$ cat config.mk
export PLATFORM = sky130hd
export DESIGN_NAME = queued_beep_pattern_player_core
export DESIGN_NICKNAME = d
export VERILOG_FILES = /design/src/sv/qbpp_pkg.sv /design/src/sv/qbpp_ctrl.sv /design/src/sv/qbpp_dpath.sv /design/src/sv/queued_beep_pattern_player_core.sv
export SDC_FILE = /design/constraint.sdc
export NUM_CORES = 1
export LEC_CHECK = 0
export BUFFER_PORTS_ARGS = -buffer_cell sky130_fd_sc_hd__buf_4
export CORE_MARGIN = 5
export CORE_UTILIZATION = 56
export DETAILED_ROUTE_END_ITERATION = 16
export PLACE_DENSITY = 0.75
export SYNTH_ARGS = -nofsm -noshare
export SYNTH_HDL_FRONTEND = slang
export SYNTH_SLANG_ARGS = --single-unit
$ cat constraint.sdc
create_clock -name aclk -period 4.49 [get_ports aclk]
set_clock_uncertainty 0.15 [all_clocks]
set_input_delay 0.898 -clock aclk [delete_from_list [all_inputs] [get_ports aclk]]
set_output_delay 0.898 -clock aclk [all_outputs]
set_load 0.01 [all_outputs]
$ cat src/sv/qbpp_pkg.sv
// shared types and constants for the queued beep pattern player
// no dependencies
package qbpp_pkg;

    localparam int DEFAULT_QUEUE_SLOTS = 16;

    // stream widths
    localparam int IN_TDATA_W  = 56;
    localparam int IN_TUSER_W  = 2;
    localparam int OUT_TDATA_W = 8;
    localparam int QCOUNT_W    = 5;

    // operation codes carried on s_tuser
    typedef enum logic [1:0] {
        OP_TICK    = 2'd0,
        OP_ENQUEUE = 2'd1,
        OP_RESET   = 2'd2
    } op_t;

    // one queued message, pattern in the low bits
    typedef struct packed {
        logic       beep;
        logic [7:0] period;
        logic [7:0] repeats;
        logic [31:0] pattern;
    } msg_t;

    localparam int MSG_W = $bits(msg_t);

    // controller to datapath
    typedef struct packed {
        logic exec;      // item transfer, apply operation
        logic load_msg;  // load next message from store read data
        logic capture;   // register result
    } ctrl_cmd_t;

    // datapath to controller
    typedef struct packed {
        logic need_load; // current item ends a message and another is queued
    } dp_status_t;

endpackage

$ cat src/sv/qbpp_ctrl.sv
// controller for the beep pattern player: item sequencing and result valid
// depends on qbpp_pkg
module qbpp_ctrl (
    input  logic                   aclk,
    input  logic                   aresetn,
    input  logic                   s_tvalid,
    output logic                   s_tready,
    output logic                   m_tvalid,
    input  logic                   m_tready,
    input  qbpp_pkg::dp_status_t   status,
    output qbpp_pkg::ctrl_cmd_t    cmd
);
    import qbpp_pkg::*;

    typedef enum logic [1:0] {
        ST_IDLE = 2'b01,
        ST_LOAD = 2'b10
    } state_t;

    state_t state_reg, state_next;
    logic   out_valid_reg, out_valid_next;
    logic   accept;

    // take an item only when the result register is free at the next edge
    assign s_tready = (state_reg == ST_IDLE) && (!out_valid_reg || m_tready);
    assign accept   = s_tvalid && s_tready;
    assign m_tvalid = out_valid_reg;

    // commands to the datapath
    always_comb begin
        cmd.exec     = accept;
        cmd.load_msg = (state_reg == ST_LOAD);
        cmd.capture  = (accept && !status.need_load) || (state_reg == ST_LOAD);
    end

    // state sequencing
    always_comb begin
        state_next = state_reg;
        unique case (state_reg)
            ST_IDLE: begin
                if (accept && status.need_load) begin
                    state_next = ST_LOAD;
                end
            end
            ST_LOAD: begin
                state_next = ST_IDLE;
            end
            default: begin
                state_next = ST_IDLE;
            end
        endcase
    end

    // result valid
    always_comb begin
        if (cmd.capture) begin
            out_valid_next = 1'b1;
        end else if (m_tready) begin
            out_valid_next = 1'b0;
        end else begin
            out_valid_next = out_valid_reg;
        end
    end

    always_ff @(posedge aclk) begin
        if (!aresetn) begin
            state_reg     <= ST_IDLE;
            out_valid_reg <= 1'b0;
        end else begin
            state_reg     <= state_next;
            out_valid_reg <= out_valid_next;
        end
    end

endmodule

$ cat src/sv/qbpp_dpath.sv
// datapath for the beep pattern player: message store, player registers, result
// depends on qbpp_pkg
module qbpp_dpath #(
    parameter int QUEUE_SLOTS = qbpp_pkg::DEFAULT_QUEUE_SLOTS
) (
    input  logic                              aclk,
    input  logic                              aresetn,
    input  logic [qbpp_pkg::IN_TDATA_W-1:0]   s_tdata,
    input  logic [qbpp_pkg::IN_TUSER_W-1:0]   s_tuser,
    input  qbpp_pkg::ctrl_cmd_t               cmd,
    output qbpp_pkg::dp_status_t              status,
    output logic [qbpp_pkg::OUT_TDATA_W-1:0]  m_tdata
);
    import qbpp_pkg::*;

    localparam int SLOT_W = $clog2(QUEUE_SLOTS + 1);
    localparam int IDX_W  = (QUEUE_SLOTS > 1) ? $clog2(QUEUE_SLOTS) : 1;
    localparam logic [SLOT_W-1:0] QS_SLOT = SLOT_W'(QUEUE_SLOTS);

    // message store, read at the play slot whenever that slot is in range
    msg_t mem [QUEUE_SLOTS];
    msg_t rd_data_reg;

    logic [SLOT_W-1:0] write_slot_reg, write_slot_next;
    logic [SLOT_W-1:0] play_slot_reg, play_slot_next;
    logic [31:0]       active_pattern_reg, active_pattern_next;
    logic [31:0]       shift_pattern_reg, shift_pattern_next;
    logic [7:0]        repeats_left_reg, repeats_left_next;
    logic [7:0]        active_period_reg, active_period_next;
    logic [7:0]        ticks_left_reg, ticks_left_next;
    logic              active_beep_reg, active_beep_next;
    logic              buzzer_reg, buzzer_next;

    logic              res_buzzer_reg, res_playing_reg, res_accepted_reg;
    logic [QCOUNT_W-1:0] res_queued_reg;

    op_t         op;
    msg_t        in_msg;
    msg_t        load_src;
    logic        accepted;
    logic        mem_we;
    logic        rd_ok;
    logic [7:0]  ticks_dec;
    logic [7:0]  reps_dec;
    logic        tick_active;
    logic        period_end;
    logic        queue_done;

    assign op     = op_t'(s_tuser);
    assign in_msg = msg_t'(s_tdata[MSG_W-1:0]);
    assign rd_ok  = (play_slot_reg < QS_SLOT);

    // end-of-period decisions for a tick
    assign tick_active = (write_slot_reg != '0);
    assign ticks_dec   = ticks_left_reg - 8'd1;
    assign reps_dec    = repeats_left_reg - 8'd1;
    assign period_end  = (ticks_dec == 8'd0);
    assign queue_done  = (play_slot_reg >= write_slot_reg);

    assign status.need_load = (op == OP_TICK) && tick_active && period_end
                              && (reps_dec == 8'd0) && !queue_done;

    // message source for a load: input on first enqueue, store otherwise
    assign load_src = cmd.load_msg ? rd_data_reg : in_msg;

    // next-state logic of the player
    always_comb begin
        write_slot_next     = write_slot_reg;
        play_slot_next      = play_slot_reg;
        active_pattern_next = active_pattern_reg;
        shift_pattern_next  = shift_pattern_reg;
        repeats_left_next   = repeats_left_reg;
        active_period_next  = active_period_reg;
        ticks_left_next     = ticks_left_reg;
        active_beep_next    = active_beep_reg;
        buzzer_next         = buzzer_reg;
        accepted            = 1'b0;
        mem_we              = 1'b0;

        if (cmd.load_msg) begin
            active_pattern_next = load_src.pattern;
            shift_pattern_next  = load_src.pattern;
            repeats_left_next   = (load_src.repeats == 8'd0) ? 8'd1 : load_src.repeats;
            active_period_next  = load_src.period;
            ticks_left_next     = load_src.period;
            active_beep_next    = load_src.beep;
            play_slot_next      = play_slot_reg + SLOT_W'(1);
        end else if (cmd.exec) begin
            unique case (op)
                OP_TICK: begin
                    if (tick_active) begin
                        if (shift_pattern_reg[0]) begin
                            if (active_beep_reg) begin
                                buzzer_next = 1'b1;
                            end
                        end else begin
                            buzzer_next = 1'b0;
                        end
                        shift_pattern_next = shift_pattern_reg >> 1;
                        ticks_left_next    = ticks_dec;
                        if (period_end) begin
                            repeats_left_next = reps_dec;
                            if (reps_dec != 8'd0) begin
                                shift_pattern_next = active_pattern_reg;
                                ticks_left_next    = active_period_reg;
                            end else if (queue_done) begin
                                write_slot_next    = '0;
                                play_slot_next     = '0;
                                shift_pattern_next = '0;
                                buzzer_next        = 1'b0;
                            end
                        end
                    end
                end
                OP_ENQUEUE: begin
                    if (write_slot_reg < QS_SLOT) begin
                        accepted        = 1'b1;
                        mem_we          = 1'b1;
                        write_slot_next = write_slot_reg + SLOT_W'(1);
                        if (write_slot_reg == '0) begin
                            active_pattern_next = load_src.pattern;
                            shift_pattern_next  = load_src.pattern;
                            repeats_left_next   = (load_src.repeats == 8'd0) ? 8'd1
                                                                              : load_src.repeats;
                            active_period_next  = load_src.period;
                            ticks_left_next     = load_src.period;
                            active_beep_next    = load_src.beep;
                            play_slot_next      = SLOT_W'(1);
                        end
                    end
                end
                OP_RESET: begin
                    write_slot_next     = '0;
                    play_slot_next      = '0;
                    active_pattern_next = '0;
                    shift_pattern_next  = '0;
                    repeats_left_next   = '0;
                    active_period_next  = '0;
                    ticks_left_next     = '0;
                    active_beep_next    = 1'b0;
                end
                default: begin
                    // unused code: state unchanged
                end
            endcase
        end
    end

    // store write and registered read
    always_ff @(posedge aclk) begin
        if (mem_we) begin
            mem[write_slot_reg[IDX_W-1:0]] <= in_msg;
        end
        if (rd_ok) begin
            rd_data_reg <= mem[play_slot_reg[IDX_W-1:0]];
        end
    end

    // player registers
    always_ff @(posedge aclk) begin
        if (!aresetn) begin
            write_slot_reg     <= '0;
            play_slot_reg      <= '0;
            active_pattern_reg <= '0;
            shift_pattern_reg  <= '0;
            repeats_left_reg   <= '0;
            active_period_reg  <= '0;
            ticks_left_reg     <= '0;
            active_beep_reg    <= 1'b0;
            buzzer_reg         <= 1'b0;
        end else begin
            write_slot_reg     <= write_slot_next;
            play_slot_reg      <= play_slot_next;
            active_pattern_reg <= active_pattern_next;
            shift_pattern_reg  <= shift_pattern_next;
            repeats_left_reg   <= repeats_left_next;
            active_period_reg  <= active_period_next;
            ticks_left_reg     <= ticks_left_next;
            active_beep_reg    <= active_beep_next;
            buzzer_reg         <= buzzer_next;
        end
    end

    // result register
    always_ff @(posedge aclk) begin
        if (cmd.capture) begin
            res_buzzer_reg   <= buzzer_next;
            res_playing_reg  <= (write_slot_next != '0);
            res_accepted_reg <= accepted;
            res_queued_reg   <= QCOUNT_W'(write_slot_next);
        end
    end

    assign m_tdata = {res_queued_reg, res_accepted_reg, res_playing_reg, res_buzzer_reg};

endmodule

$ cat src/sv/queued_beep_pattern_player_core.sv
// result: registered at the input transfer; a tick that moves on to the
// next queued message first passes through ST_LOAD for the registered store read
// throughput: one item per cycle, except a message change which holds s_tready low
// while in ST_LOAD; the input side stalls while a result waits unread
// reset: aresetn (synchronous) clears player state and buzzer; store contents are kept
module queued_beep_pattern_player_core #(
    parameter int QUEUE_SLOTS = qbpp_pkg::DEFAULT_QUEUE_SLOTS
) (
    input  logic                              aclk,
    input  logic                              aresetn,
    input  logic                              s_tvalid,
    output logic                              s_tready,
    // pattern_bits[31:0], repeat_count[39:32], period_ticks[47:40], beep_enable[48]
    input  logic [qbpp_pkg::IN_TDATA_W-1:0]   s_tdata,
    // operation[1:0]
    input  logic [qbpp_pkg::IN_TUSER_W-1:0]   s_tuser,
    output logic                              m_tvalid,
    input  logic                              m_tready,
    // buzzer_on[0], playing[1], enqueue_accepted[2], queued_messages[7:3]
    output logic [qbpp_pkg::OUT_TDATA_W-1:0]  m_tdata
);
    import qbpp_pkg::*;

    ctrl_cmd_t  cmd;
    dp_status_t status;

    qbpp_ctrl u_ctrl (
        .aclk     (aclk),
        .aresetn  (aresetn),
        .s_tvalid (s_tvalid),
        .s_tready (s_tready),
        .m_tvalid (m_tvalid),
        .m_tready (m_tready),
        .status   (status),
        .cmd      (cmd)
    );

    qbpp_dpath #(
        .QUEUE_SLOTS (QUEUE_SLOTS)
    ) u_dpath (
        .aclk     (aclk),
        .aresetn  (aresetn),
        .s_tdata  (s_tdata),
        .s_tuser  (s_tuser),
        .cmd      (cmd),
        .status   (status),
        .m_tdata  (m_tdata)
    );

endmodule

==> results of run 1 <==
worst register-to-register path, stage by stage (launching register included):
cell and delay, ps:
sky130_fd_sc_hd__dfxtp_1 380, sky130_fd_sc_hd__nor2b_1 410, sky130_fd_sc_hd__and3_1 250, sky130_fd_sc_hd__nand2_1 80, sky130_fd_sc_hd__nor3_1 530, sky130_fd_sc_hd__nand2_1 380, sky130_fd_sc_hd__nor2_4 600, sky130_fd_sc_hd__buf_12 310
power breakdown:
group | internal (mW) | switching (mW) | total, mW
sequential | 9.65 | 0.0710 | 9.72
combinational | 0.337 | 0.465 | 0.802
clock | 4.24 | 3.16 | 7.40
total | 14.2 | 3.69 | 17.9
routing by layer:
layer | share of wire [%] | routed length, um
met1 | 40 | 34000
met3 | 8.8 | 7470
met2 | 49 | 41100
met5 | 0.026 | 22
met4 | 2.5 | 2110
worst paths after layout:
path	startpoint	endpoint	slack [ps]	cells after the start
min reg2reg	u_dpath.shift_pattern_reg[31]	u_dpath.shift_pattern_reg[31]	330	2
max reg2reg	u_ctrl.state_reg[0]	u_dpath.mem[14][24]	1060	7
max	u_ctrl.state_reg[0]	u_dpath.mem[14][24]	1060	7
min	u_dpath.shift_pattern_reg[31]	u_dpath.shift_pattern_reg[31]	330	2
cell usage in the layout, fill, tap and decap left out, types with 18 or more instances in the layout:
cell,count
sky130_fd_sc_hd__o21ai_0,56
sky130_fd_sc_hd__and3b_1,30
sky130_fd_sc_hd__nor3_1,18
sky130_fd_sc_hd__a221o_1,31
sky130_fd_sc_hd__nor3b_1,38
sky130_fd_sc_hd__clkbuf_1,30
sky130_fd_sc_hd__inv_1,18
sky130_fd_sc_hd__edfxtp_1,841
sky130_fd_sc_hd__nand2_1,58
sky130_fd_sc_hd__nor2_1,97
sky130_fd_sc_hd__a22oi_1,35
sky130_fd_sc_hd__a21oi_1,58
sky130_fd_sc_hd__a211oi_1,45
sky130_fd_sc_hd__dfxtp_1,99
sky130_fd_sc_hd__buf_4,102
sky130_fd_sc_hd__o31a_1,31
sky130_fd_sc_hd__clkbuf_16,91
sky130_fd_sc_hd__mux4_2,245
metrics by stage:
| stage | setup WS [ps] | std cells | hold WS [ps] | total power, mW |
|---|---|---|---|---|
| 6_report | 1060 | 3023 | 329 | 17.9 |
| 5_1_grt | 977 | 3023 | 342 | 18.5 |
| 4_1_cts | 1150 | 3022 | 326 | 18.0 |
| 3_5_place_dp | 732 | 2858 | 314 | 10.7 |
| 3_3_place_gp | 760 | 2858 | 312 | 10.7 |
| 2_1_floorplan | -23.1 | 2005 | 291 | 10.4 |
cell type report:
class | count | area, um2
Antenna cell | 1 | 2.50
Clock buffer | 126 | 2460
Clock inverter | 38 | 403
Fill cell | 4472 | 24600
Inverter | 20 | 75.1
Multi-Input combinational cell | 902 | 9880
Sequential cell | 944 | 27300
Tap cell | 873 | 1090
Timing Repair Buffer | 119 | 1110
cell families after synthesis:
group | count (synthesis) | share of synthesized area [%]
xor+xnor | 11 | 0.256
flops | 944 | 72.5
fa+ha+maj | 18 | 0.598
mux | 249 | 14.8
compound gates | 312 | 5.84
buf+inv | 159 | 1.65
simple gates | 312 | 4.38
==> metrics.json, run 1 <==
{
  "synth": {
    "netlist_top_cells_count": "sky130_fd_sc_hd__edfxtp_1, sky130_fd_sc_hd__mux4_2, sky130_fd_sc_hd__nor2_1",
    "synth_warnings": 0,
    "yosys_register_bits": 944,
    "post-synth-top-area-fraction_pct": 67.0,
    "post-synth-top-count-cell": "sky130_fd_sc_hd__edfxtp_1",
    "net_count_synth": 2085,
    "synth_top_flop_cell": "sky130_fd_sc_hd__edfxtp_1",
    "synth_top_area_cell": "sky130_fd_sc_hd__edfxtp_1",
    "ys_seq_area_share_pct": 72.5,
    "synth_edf_count": 841,
    "synth_area_leaders": "sky130_fd_sc_hd__edfxtp_1, sky130_fd_sc_hd__mux4_2, sky130_fd_sc_hd__dfxtp_1",
    "synthesized_area_um2": 37700,
    "ys_types": 68,
    "postSynth.asyncResetShare_pct": 0,
    "synth.avg_cell_area_um2": 18.8,
    "post_synth_inst_count": 2005
  },
  "power": {
    "power.density_cell_area_nw_per_um2": 423,
    "vdd.ir_drop.worst_v": 0.000350,
    "power.leakage_nw": 13.3
  },
  "global_routing": {
    "met2_usage_pct": 36.7,
    "grt_use_total_pct": 23.3,
    "overflow": 0,
    "grt_pass1_wl_um": 129000,
    "global_route_met3_utilization_pct": 4.31,
    "groute.layer.met1.usage_pct": 33.9,
    "largest_net_degree_at_the_start_of_global_routing": 144,
    "gr-max-usage-layer": "met2",
    "first_global_vias": 20600,
    "antenna_found_initial": 3
  },
  "layout": {
    "largest_reg_flops": 784,
    "fin_util_pct": 63.3,
    "flow.area_growth_from_synthesis_pct": 12.4,
    "drive_gt1_share_pct": 24.3,
    "fin_nets": 2158,
    "finalInstanceArea_um2": 42400
  },
  "timing": {
    "finalSetupViolCount": 0,
    "tcrit_tclk_final_pct": 76.5,
    "layout_min_cycle_time_ps": 3430,
    "final_max_slew_viol_count": 0,
    "report.final.hold_viol_count": 0,
    "worst_slew_margin_rel_pct": 26.5,
    "final.setup.tns_ps": 0,
    "grt_setup_unrepaired": "no",
    "fmax_mhz": 291,
    "worst_slew_pin_slew_ps": 1100
  },
  "place": {
    "place.gp.congestion": 0.871,
    "io_buffers": 64,
    "place.detailed.hpwl_um": 44700,
    "detailed_place.area_um2": 39500
  },
  "worst_setup_path": {
    "setup.worst_path.start_class": "flop",
    "worst-path-max-fanout": 25,
    "critical-path-max-stage-delay_ps": 600,
    "data_required_time_of_the_worst_path_ps": 4670,
    "cp_top_family": "simple AND/OR/NAND/NOR gates",
    "worstPathBufferInverterCount": 1,
    "worstPathCellList": "nor2b_1 -> and3_1 -> nand2_1 -> nor3_1 -> nand2_1 -> nor2_4 -> buf_12",
    "most_used_cell_along_the_critical_path": "sky130_fd_sc_hd__nand2_1",
    "path_class": "flop to flop",
    "crit_path_top_delay_cell": "sky130_fd_sc_hd__nor2_4",
    "worst-endpoint-arrival_ps": 3610,
    "timing.critical_path.to_type": "flop"
  },
  "cts": {
    "tritoncts": "yes",
    "clkSlewWorstSetupHoldPaths_ps": 70,
    "numCtsBuffers": 91,
    "postCtsSetupBuffers": 0,
    "postCtsHoldBufs": 0,
    "post_cts_resize_count": 0,
    "clock-sinks": 944,
    "clkLatencyLatePin_ps": 650,
    "clk_path_buf_depth": 3,
    "cts_max_level": 3,
    "cts_root_buf": "sky130_fd_sc_hd__clkbuf_16"
  },
  "drt": {
    "drt_iter0_markers": 2589,
    "detail_route.vias_per_cell": 6.65,
    "ant_nets": 0,
    "drt_wl_total_um": 84700,
    "drtPass1Iterations": 8,
    "drc_viols": 0,
    "route.vias.total": 20100,
    "routed_wire_length_per_instance_um": 28.0
  },
  "floorplanning": {
    "coreArea_um2": 66900,
    "initial_cell_density_of_the_core_pct": 56.3,
    "total_die_area_um2": 72600,
    "die_height_um": 269,
    "boundaryPins": 72,
    "die_width_um": 269,
    "rows": 95
  },
  "min_path": {
    "class_of_the_worst_hold_path": "flop to flop"
  },
  "run_status": {
    "run_status": "complete, no violations"
  },
  "run": {
    "max_cap_viol_count": 0
  }
}
(Power assumes the default switching activity.)
==> run 2: changes to the inputs <==
--- a/config.mk
+++ b/config.mk
@@ -5,11 +5,12 @@
 export SDC_FILE = /design/constraint.sdc
 export NUM_CORES = 1
 export LEC_CHECK = 0
+export ABC_AREA = 1
 export BUFFER_PORTS_ARGS = -buffer_cell sky130_fd_sc_hd__buf_4
 export CORE_MARGIN = 5
-export CORE_UTILIZATION = 56
+export CORE_UTILIZATION = 63
 export DETAILED_ROUTE_END_ITERATION = 16
-export PLACE_DENSITY = 0.75
+export PLACE_DENSITY = 0.8
 export SYNTH_ARGS = -nofsm -noshare
 export SYNTH_HDL_FRONTEND = slang
 export SYNTH_SLANG_ARGS = --single-unit
==> constraint.sdc (replaced) <==
create_clock -name aclk -period 3.2 [get_ports aclk]
set_clock_uncertainty 0.15 [all_clocks]
set_input_delay 0.64 -clock aclk [delete_from_list [all_inputs] [get_ports aclk]]
set_output_delay 0.64 -clock aclk [all_outputs]
set_load 0.01 [all_outputs]
==> run 2 against run 1 <==
Net effect: maximum frequency increased by 16%; combinational power increased by 53%; critical endpoint is now u_dpath.shift_pattern_reg[24]; highest routed layer is now met4; largest power group unchanged; first-iteration DRC count increased by 29%.
==> metrics.json, run 2 <==
{
  "synth": {
    "yosys.area_share.adder_pct": 0.577,
    "synth_warnings": 0,
    "post-synth-top-count-cell": "sky130_fd_sc_hd__edfxtp_1",
    "synth_top_area_cell": "sky130_fd_sc_hd__edfxtp_1",
    "simple_gate_share_of_the_synthesized_area_pct": 12.6,
    "ys_seq_area_share_pct": 70.0,
    "post_synth_xor_area_fraction_pct": 0.0224,
    "yosys_register_bits": 944,
    "synthesized_area_um2": 39000,
    "synth.avg_cell_area_um2": 11.9,
    "post-synth-top-area-fraction_pct": 64.7,
    "ys_types": 41,
    "postSynth.asyncResetShare_pct": 0,
    "synth_compound_area_share_pct": 11.2,
    "synth_edf_count": 841,
    "synth_area_leaders": "sky130_fd_sc_hd__edfxtp_1, sky130_fd_sc_hd__dfxtp_1, sky130_fd_sc_hd__nand2_1",
    "post_synth_inst_count": 3279,
    "synth.mux.area_fraction_pct": 2.05,
    "synth_top_flop_cell": "sky130_fd_sc_hd__edfxtp_1",
    "net_count_synth": 3359,
    "netlist_top_cells_count": "sky130_fd_sc_hd__edfxtp_1, sky130_fd_sc_hd__nand2_1, sky130_fd_sc_hd__nor2_1",
    "main_combinational_cell_family_by_area_after_synthesis": "simple AND/OR/NAND/NOR gates"
  },
  "drt": {
    "ant_nets": 0,
    "route.vias.total": 27000,
    "drtPass1Iterations": 9,
    "drt_wl_total_um": 97000,
    "drt_iter0_markers": 3339,
    "routed_wire_length_per_instance_um": 23.4,
    "detail_route.vias_per_cell": 6.49,
    "drc_viols": 0
  },
  "power": {
    "switchingPower_mw": 5.43,
    "internal-power_mw": 19.8,
    "power.density_cell_area_nw_per_um2": 581,
    "power_frac_comb_pct": 4.9,
    "sw_frac_of_total_pct": 21.5,
    "seqPwrFrac_pct": 54.1,
    "clock_power_share_pct": 41.0,
    "vdd.ir_drop.worst_v": 0.000447,
    "power.leakage_nw": 14.6,
    "total_power_mw": 25.2
  },
  "worst_setup_path": {
    "r2r_end": "u_dpath.shift_pattern_reg[24]",
    "r2r-start": "u_dpath.ticks_left_reg[0]",
    "worstPathCellList": "inv_1 -> ha_1 -> inv_1 -> nor2_1 -> inv_1 -> nand3_1 -> nor2_1 -> nand3_1 -> nor2_4 -> nand3_2 -> nand2_2 -> buf_4 -> o21ai_1 -> nand2_1 -> a21oi_1",
    "timing.critical_path.to_type": "flop",
    "worst-path-max-fanout": 31,
    "data_required_time_of_the_worst_path_ps": 3570,
    "reg2regPathDepth": 15,
    "crit_path_top_delay_cell": "sky130_fd_sc_hd__dfxtp_1",
    "setup.worst_path.start_class": "flop",
    "worst_setup_startpoint": "u_dpath.ticks_left_reg[0]",
    "path_class": "flop to flop",
    "register_to_register_setup_slack_ps": 230,
    "critical-path-max-stage-delay_ps": 400,
    "worst-endpoint-arrival_ps": 3340,
    "most_used_cell_along_the_critical_path": "sky130_fd_sc_hd__inv_1",
    "timing.critical_path.to": "u_dpath.shift_pattern_reg[24]"
  },
  "timing": {
    "worst_slew_pin_slew_ps": 1120,
    "grt_setup_unrepaired": "no",
    "worst_slew_margin_rel_pct": 25.1,
    "report.final.hold_viol_count": 0,
    "finalSetupViolCount": 0,
    "tcrit_tclk_final_pct": 92.7,
    "layout_min_cycle_time_ps": 2970,
    "hold_ws_ps": 143,
    "fmax_mhz": 337,
    "final_max_slew_viol_count": 0
  },
  "global_routing": {
    "largest_net_degree_at_the_start_of_global_routing": 146,
    "first_global_vias": 26700,
    "grt_use_total_pct": 28.4,
    "grt_pass1_wl_um": 149000,
    "overflow": 0,
    "antenna_found_initial": 4
  },
  "floorplanning": {
    "die_height_um": 259,
    "coreArea_um2": 61500,
    "total_die_area_um2": 67000,
    "die_width_um": 259,
    "boundaryPins": 72,
    "initial_cell_density_of_the_core_pct": 63.5,
    "rows": 91
  },
  "cts": {
    "cts_root_buf": "sky130_fd_sc_hd__clkbuf_16",
    "numCtsBuffers": 92,
    "clkSlewWorstSetupHoldPaths_ps": 60,
    "postCtsSetupBuffers": 0,
    "post_cts_resize_count": 0,
    "clkLatencyLatePin_ps": 650,
    "clk_path_buf_depth": 3,
    "cts_max_level": 3,
    "postCtsHoldBufs": 0,
    "tritoncts": "yes",
    "clock-sinks": 944
  },
  "min_path": {
    "class_of_the_worst_hold_path": "primary input to flop"
  },
  "run": {
    "max_cap_viol_count": 0
  },
  "layout": {
    "finalInstanceArea_um2": 43400,
    "final_common_cell": "sky130_fd_sc_hd__edfxtp_1",
    "drive_gt1_share_pct": 9.44,
    "mostFrequentLayoutCells": "sky130_fd_sc_hd__edfxtp_1, sky130_fd_sc_hd__nand2_1, sky130_fd_sc_hd__nor2_1, sky130_fd_sc_hd__o21ai_0, sky130_fd_sc_hd__a21oi_1",
    "fin_nets": 3366,
    "ff_latch_area_um2": 27300,
    "largest_reg_flops": 784,
    "fin_util_pct": 70.6,
    "multi_input_comb_area_um2": 10500,
    "fillCellCount": 4006,
    "flow.area_growth_from_synthesis_pct": 11.2
  },
  "place": {
    "place.gp.congestion": 0.897,
    "io_buffers": 64,
    "place.detailed.hpwl_um": 51400,
    "detailed_place.area_um2": 40500
  },
  "run_status": {
    "run_status": "complete, no violations"
  }
}
==> run 2: changes by cell type after synthesis, sizes merged, moves of 79 or more <==
| cell | previous run | this run |
|---|---|---|
| o221ai | 1 | 80 |
| o21ai | 58 | 334 |
| o32ai | 0 | 116 |
| nand3 | 11 | 110 |
| mux4 | 245 | 0 |
| nor2 | 115 | 499 |
| nand2 | 59 | 555 |
==> run 2: logic make-up (layout without fill, tap and decap cells) <==
group	Yosys count	count (layout)
and+or+nand+nor	1211	1211
DFF	944	944
AOI/OAI and AO/OA	709	709
buffers and inverters	316	394
muxes	80	80
adders and majority gates	18	18
xor gates and xnor gates	1	1
other	0	4
==> run 2: worst min-delay path by stage <==
stage | slack [ps] | end | startpoint | depth (start not counted)
2_1_floorplan | 290 | u_dpath.active_pattern_reg[0] | u_dpath.active_pattern_reg[0] | 2
3_3_place_gp | 290 | u_dpath.active_pattern_reg[10] | u_dpath.active_pattern_reg[10] | 2
3_5_place_dp | 300 | u_dpath.active_pattern_reg[17] | u_dpath.active_pattern_reg[17] | 2
4_1_cts | 110 | u_dpath.mem[0][11] | s_tdata[11] | 1
5_1_grt | 140 | u_dpath.mem[0][11] | s_tdata[11] | 1
6_report | 140 | u_dpath.mem[0][11] | s_tdata[11] | 1
==> run 2: layout make-up <==
type | instances | area share [%]
Antenna cell | 4 | 0.0231
Multi-Input combinational cell | 2019 | 24.2
Inverter | 93 | 0.824
Clock inverter | 50 | 1.01
Sequential cell | 944 | 63.0
Tap cell | 790 | 2.28
Timing Repair Buffer | 136 | 3.10
Clock buffer | 115 | 5.57
==> run 2: routing by layer <==
layer	GRT usage [%]	vias up	wire, um
met5	0	-	0
met4	13.1	0	4420
met3	4.97	314	9350
met2	46.1	1519	46400
met1	38.1	13200	36800
li1	-	11900	-
==> run 2: worst max-delay path, delay by kind of cell (launching register included) <==
family | cells | cell delay, ps
buf+inv | 4 | 690
compound gates | 2 | 210
flops | 1 | 400
simple gates | 8 | 1090
fa+ha+maj | 1 | 250
==> run 2: power groups by stage <==
stage	Combinational, mW	Clock, mW	Sequential [mW]
detailed placement	1.20	0	13.9
global placement	1.15	0	13.9
global route	1.36	11.0	13.6
finish	1.23	10.3	13.6
CTS	1.21	10.4	13.6
floorplan	0.754	0	13.9
==> run 2: stage by stage <==
| step | cells | TNS [ps] | worst slack, ps |
|---|---|---|---|
| after floorplan | 3279 | -187420 | -273 |
| after global placement | 3982 | 0 | 348 |
| after detailed placement | 3982 | 0 | 207 |
| after CTS | 4147 | 0 | 324 |
| after global routing | 4151 | 0 | 57.5 |
| final | 4151 | 0 | 235 |
